`config.mk`:
```
export PLATFORM = sky130hd
export DESIGN_NAME = tsac_affine
export DESIGN_NICKNAME = d
export VERILOG_FILES = /design/src/hw/rtl/tsac_pkg.sv /design/src/hw/rtl/tsac_affine.sv
export SDC_FILE = /design/constraint.sdc
export NUM_CORES = 2
export LEC_CHECK = 0
export BUFFER_PORTS_ARGS = -buffer_cell sky130_fd_sc_hd__buf_4
export CAP_MARGIN = 40
export CORE_ASPECT_RATIO = 1.25
export CORE_UTILIZATION = 55
export DETAILED_ROUTE_END_ITERATION = 8
export PLACE_DENSITY = 0.7
export SETUP_SLACK_MARGIN = 0.15
export SLEW_MARGIN = 20
export SYNTH_ARGS = -nofsm -noshare
export SYNTH_HDL_FRONTEND = slang
export SYNTH_SLANG_ARGS = --single-unit
```
`constraint.sdc`:
```
create_clock -name clk -period 9.9 [get_ports clk]
set_clock_uncertainty 0.05 [all_clocks]
set_input_delay 0 -clock clk [delete_from_list [all_inputs] [get_ports clk]]
set_output_delay 0 -clock clk [all_outputs]
set_load 0.03 [all_outputs]
```
`src/hw/rtl/tsac_pkg.sv`:
```
// Shared types and constants for the touch sample averaging and calibration block.
package tsac_pkg;

  // Field and register widths
  localparam int WORD_W   = 16;
  localparam int COEF_W   = 40;
  localparam int SIZE_W   = 32;
  localparam int CFG_IDX_W = 3;

  // Default number of position samples averaged per touch
  localparam int TSAC_SAMPLES = 16;

  // Pressure detection
  localparam int              PRESS_SHIFT     = 3;
  localparam logic [WORD_W-1:0] Z_OFFSET      = 16'd4095;
  localparam logic [WORD_W-1:0] PRESS_THRESHOLD = 16'd300;

  // Fixed-point format of the calibration coefficients
  localparam int COEF_FRAC_BITS = 24;
  localparam logic [COEF_W-1:0] COEF_ONE = COEF_W'(64'd1 << COEF_FRAC_BITS);

  // Product and accumulator widths (coefficient times 16-bit unsigned mean)
  localparam int PROD_W = COEF_W + WORD_W + 1;
  localparam int ACC_W  = PROD_W + 2;

  // Configuration register indexes
  localparam logic [CFG_IDX_W-1:0] CFG_COEF_A      = 3'd0;
  localparam logic [CFG_IDX_W-1:0] CFG_COEF_B      = 3'd1;
  localparam logic [CFG_IDX_W-1:0] CFG_COEF_C      = 3'd2;
  localparam logic [CFG_IDX_W-1:0] CFG_COEF_D      = 3'd3;
  localparam logic [CFG_IDX_W-1:0] CFG_COEF_E      = 3'd4;
  localparam logic [CFG_IDX_W-1:0] CFG_COEF_F      = 3'd5;
  localparam logic [CFG_IDX_W-1:0] CFG_SCREEN_SIZE = 3'd6;
  localparam logic [CFG_IDX_W-1:0] CFG_ROTATION    = 3'd7;

  localparam logic [SIZE_W-1:0] SCREEN_SIZE_RST = 32'd15728960;

  // Opcodes of the input request
  localparam logic OP_PRESSURE = 1'b0;
  localparam logic OP_POSITION = 1'b1;

  // Display rotation
  typedef enum logic [1:0] {
    ROT_0,
    ROT_90,
    ROT_180,
    ROT_270
  } tsac_rot_t;

  // Load enables of the calibration pipeline stages
  typedef struct packed {
    logic prod;
    logic sum;
  } tsac_stage_en_t;

endpackage

```
`src/hw/rtl/tsac_affine.sv`:
```
// One axis of the affine calibration: two products, offset, rounding, saturation.
module tsac_affine import tsac_pkg::*; (
  input  logic                     clk,
  input  tsac_stage_en_t           en,
  input  logic        [WORD_W-1:0] mean_x,
  input  logic        [WORD_W-1:0] mean_y,
  input  logic signed [COEF_W-1:0] gain_x,
  input  logic signed [COEF_W-1:0] gain_y,
  input  logic signed [COEF_W-1:0] offset,
  output logic        [WORD_W-1:0] result
);

  localparam logic signed [ACC_W-1:0] ROUND_HALF = ACC_W'(64'd1 << (COEF_FRAC_BITS - 1));

  logic signed [PROD_W-1:0] prod_x_r;
  logic signed [PROD_W-1:0] prod_y_r;
  logic signed [ACC_W-1:0]  acc;
  logic        [WORD_W-1:0] sat_nxt;
  logic        [WORD_W-1:0] result_r;

  // Product stage: signed coefficient times unsigned mean, operands at full product width
  always_ff @(posedge clk) begin
    if (en.prod) begin
      prod_x_r <= PROD_W'(gain_x) * PROD_W'($signed({1'b0, mean_x}));
      prod_y_r <= PROD_W'(gain_y) * PROD_W'($signed({1'b0, mean_y}));
    end
  end

  // Sum, round half up, clamp to 0..65535
  always_comb begin
    acc = ACC_W'(prod_x_r) + ACC_W'(prod_y_r) + ACC_W'(offset) + ROUND_HALF;
    if (acc[ACC_W-1]) begin
      sat_nxt = '0;
    end else if (|acc[ACC_W-2:COEF_FRAC_BITS+WORD_W]) begin
      sat_nxt = '1;
    end else begin
      sat_nxt = acc[COEF_FRAC_BITS +: WORD_W];
    end
  end

  always_ff @(posedge clk) begin
    if (en.sum) begin
      result_r <= sat_nxt;
    end
  end

  assign result = result_r;

endmodule

```
**Word-level counts from Yosys, hierarchy flattened**

Index checks and enable logic that the tools add are counted.

- Flip-flop bits (word level): 130
- Input bits: 155
- Output and inout bits: 16
- Word-level logic and storage cells: 10

- $add $sub $neg: 3
- Multipliers: 2
- Muxes and demuxes: 1
- Reductions and logical operators: 1

Operators by type and width:

| cell | number |
|---|---|
| multiplier 40 x 17 -> 57 bit | 2 |
| adder 58 x 40 -> 59 bit | 1 |
| adder 59 x 25 -> 59 bit (second input constant) | 1 |
| adder 57 x 57 -> 58 bit | 1 |
| OR reduction 18 bit | 1 |
| 2-to-1 mux 16 bit | 1 |

**Longest topological paths before layout**

- Depth after elaboration: 5
- Depth in mapped cells: 26
- Mapped depth without buffers: 25

**Worst setup path after synthesis**

Ideal clock, no wire load.

- Kind: in2reg
- Start: input gain_x[32]
- End: register prod_x_r[53], data pin
- Setup time: 259 ps
- Data arrival time: 5991 ps
- Data required time: 9591 ps
- Path slack: 3600 ps
- Stages on the path: 23
- Path buffers: 2
- Path through: clkbuf_1 > nand2_1 > fa_1 > fa_1 > fa_1 > inv_1 > fa_1 > fa_1 > inv_1 > fa_1 > inv_1 > ha_1 > clkbuf_1 > a2111oi_0 > o21ai_0 > o21ai_0 > o21ai_0 > a221o_1 > o41a_1 > a41oi_1 > a21oi_1 > nand2b_1 > o31a_1

- Cells in the longest elaborated chain, start to end: 1

RTL lines:

| item | line | text |
|---|---|---|
| from (decl) | tsac_affine.sv:7 | `input logic signed [COEF_W-1:0] gain_x,` |
| multiplier 40 x 17 -> 57 bit | tsac_affine.sv:24 | `prod_x_r <= PROD_W'(gain_x) * PROD_W'($signed({1'b0, mean_x}));` |
| to (signal assigned) | tsac_affine.sv:24 |  |
| to (decl) | tsac_affine.sv:15 | `logic signed [PROD_W-1:0] prod_x_r;` |

Every way passes these cells.
A chain may end at the register's enable or synchronous reset.

**Worst setup path after layout**

- Start: input mean_x[8]
- End: register prod_x_r[46], data pin

- Cells in the longest elaborated chain, start to end: 1

RTL lines:

| item | line | text |
|---|---|---|
| from (decl) | tsac_affine.sv:5 | `input logic [WORD_W-1:0] mean_x,` |
| multiplier 40 x 17 -> 57 bit | tsac_affine.sv:24 |  |

Every way passes these cells.

==> impl_metrics.json <==
{
  "dr.pass1.iters": 6,
  "clk_pin_slew_ns": 0.06,
  "fillCellCount": 8400,
  "gr-usage-all-layers_pct": 28.2,
  "use_met1_pct": 34.0,
  "via_count": 38500,
  "final_cell_mix": "inv_1, fa_1, nand2_1, and2_1, ha_1",
  "grt_util_met3_pct": 2.28,
  "tightest_slew_ns": 0.832,
  "final_common_cell": "inv_1",
  "min_from": "gain_y[0]",
  "grt_max_degree": 63,
  "critPathMaxFanout": 40,
  "min_path_type": "primary input to register",
  "die_h_um": 348,
  "routed_via_density": 5.56,
  "worst-setup-path-type": "primary input to register",
  "regArea_um2": 3900,
  "crit_arrival_ns": 7.06,
  "pin_count": 171,
  "remaining_drc_errors": 0,
  "synth_mux_area_share_pct": 0.195,
  "post-route-period-util_pct": 70.0,
  "numCtsBuffers": 17,
  "cap_violations": 0,
  "setup_tns_ns": 0,
  "synth_cells": 5739,
  "antenna_found_initial": 0,
  "r2r-start": "prod_x_r[19]$_DFFE_PP_",
  "finalSetupViolations": 0,
  "met2_usage_pct": 51.4,
  "root_buffer": "clkbuf_16",
  "layout_min_cycle_time_ns": 6.93,
  "cts_sinks": 130,
  "slew-limit-headroom_pct": 44.6,
  "die-area_um2": 96900,
  "start_util_pct": 55.6,
  "post-place-ws_ns": 2.63,
  "gp_congestion": 0.905,
  "syn-cell-area_um2": 52600,
  "finalNetCount": 7485,
  "hold_viol": 0,
  "grt_overflow_total": 0,
  "top_usage_layer": "met2",
  "fp.coreArea_um2": 94600,
  "synth_edf_count": 130,
  "drive_gt1_share_pct": 4.15,
  "synth_cell_types": 76,
  "grt_pass1_vias": 42300,
  "synth-compound-area-share_pct": 6.47,
  "area_growth_pct": 4.82,
  "required_ns": 10.03,
  "synthXorXnorAreaFrac_pct": 2.25,
  "antenna_left": 0,
  "ys_warn_count": 0,
  "cts_tree": "done",
  "synth_top_family_by_area": "adder cells",
  "clkLatencyLatePin_ns": 0.45,
  "cp-end-kind": "register",
  "multiInputGateArea_um2": 42500,
  "start_kind": "primary input",
  "final_util_pct": 58.3,
  "avgSynthCellArea_um2": 9.17,
  "max_freq_mhz": 144,
  "clock_path_buffers": 2,
  "ys_ff_latch": 130,
  "yosys.area_share.simple_pct": 15.0,
  "grt_first_pass_wirelength_um": 214000,
  "seq_area_frac_synth_pct": 7.42,
  "status": "finished clean",
  "wire_per_inst_um": 18.7,
  "async_flop_share_pct": 0,
  "fp-row-count": 126,
  "setup_slack_ns": 2.97,
  "h-tree-depth": 4,
  "cp-startpoint": "mean_x[8]",
  "drv_slew": 0,
  "port_buffers": 170,
  "rsz0062_at_grt": "false",
  "postRouteWirelength_um": 130000,
  "syn_nets": 7530,
  "ys.flop_type": "edfxtp_1",
  "dpl.hpwl_um": 103000,
  "die_w_um": 279,
  "initialDrtViolationCount": 2205,
  "synthAdderAreaFrac_pct": 56.8
}
==> cells by family (layout without fill, tap and decap cells) <==
family | Yosys count | after routing
adder cells (fa/ha/maj) | 1636 | 1636
AND/OR/NAND/NOR | 1653 | 1653
AO/OA/AOI/OAI | 517 | 517
buffers and inverters | 1658 | 1626
multiplexers | 10 | 10
XOR/XNOR | 135 | 135
other | 0 | 1
flip-flops | 130 | 130
==> per-stage QoR <==
| step | hold WS (ns) | cell area [um^2] | cells |
|---|---|---|---|
| floorplan | 0.0625 | 52600 | 5739 |
| global placement | 0.369 | 54500 | 6887 |
| detailed placement | 0.371 | 54500 | 6889 |
| CTS | 0.0166 | 55200 | 6923 |
| global route | 0.0297 | 55200 | 6923 |
| finish | 0.0393 | 55200 | 6924 |
==> synth_stat cells (8+ instances only) <==
cell,count,share of area (%)
clkbuf_1,238,1.7
nand2b_1,16,0.19
and4_1,10,0.17
xnor2_1,89,1.5
ha_1,378,9.0
a31oi_1,16,0.19
o211ai_1,11,0.16
nor2_1,98,0.70
or2_2,9,0.11
edfxtp_1,130,7.4
a21o_1,83,1.2
a211oi_1,18,0.26
o21ai_0,79,0.75
nor3_1,18,0.17
nand2_1,892,6.4
and2_1,494,5.9
fa_1,1258,48
nand4_1,25,0.30
xor2_1,46,0.77
a21oi_1,175,1.7
nor2b_1,22,0.26
mux2i_1,8,0.15
nand3_1,34,0.32
inv_1,1416,10
o21a_1,24,0.34
and3_1,12,0.14
o21bai_1,25,0.36
==> layer usage <==
layer	wire length, um	share of wire, %
met1	48700	38
met2	68700	53
met3	6340	4.9
met4	5970	4.6
met5	0	0
==> worst max-delay path, cell delays in order <==
cell,delay [ns]
buf_4,0.48
nand2_1,0.17
fa_1,0.58
inv_1,0.06
fa_1,0.49
inv_1,0.05
fa_1,0.53
inv_1,0.05
fa_1,0.44
fa_1,0.49
inv_1,0.05
fa_1,0.52
inv_1,0.05
ha_1,0.36
a21o_1,0.21
a31oi_1,0.22
o21ai_0,0.12
a21oi_1,0.25
a311oi_1,0.15
buf_2,0.21
a311o_1,0.40
a311o_1,0.39
a41oi_1,0.47
o31ai_1,0.14
xor2_1,0.16
==> repair_timing <==
| action | 4_1_cts | 5_1_grt |
|---|---|---|
| hold endpoints to repair | 17 | 0 |
| gates resized for setup | 0 | 0 |
| hold buffers | 2 | 0 |
| buffers inserted | 0 | 0 |
==> flip-flops by register name (all words and copies together) (netlist names) <==
signal    cells
prod_x_r     57
prod_y_r     57
result       16
==> cell type report <==
| cell class | count | area share, % |
|---|---|---|
| Multi-Input combinational cell | 3951 | 77.0 |
| Inverter | 1416 | 9.64 |
| Sequential cell | 130 | 7.08 |
| Tap cell | 1216 | 2.76 |
| Timing Repair Buffer | 178 | 2.43 |
| Clock buffer | 17 | 0.771 |
| Clock inverter | 15 | 0.313 |
| Antenna cell | 1 | 0.00454 |
==> final timing paths <==
| kind | to | slack, ns | depth (start not counted) |
|---|---|---|---|
| setup / recovery | prod_x_r[46]$_DFFE_PP_ | 2.97 | 25 |
| hold reg to reg | result[0]$_SDFFCE_PP0P_ | 1.17 | 5 |
| hold / removal | prod_y_r[0]$_DFFE_PP_ | 0.04 | 2 |
| setup reg to reg | result[11]$_SDFFCE_PP0P_ | 4.72 | 15 |
Power is not shown: default switching activity piles up to over one toggle a cycle in this logic, so the estimate is an artifact.
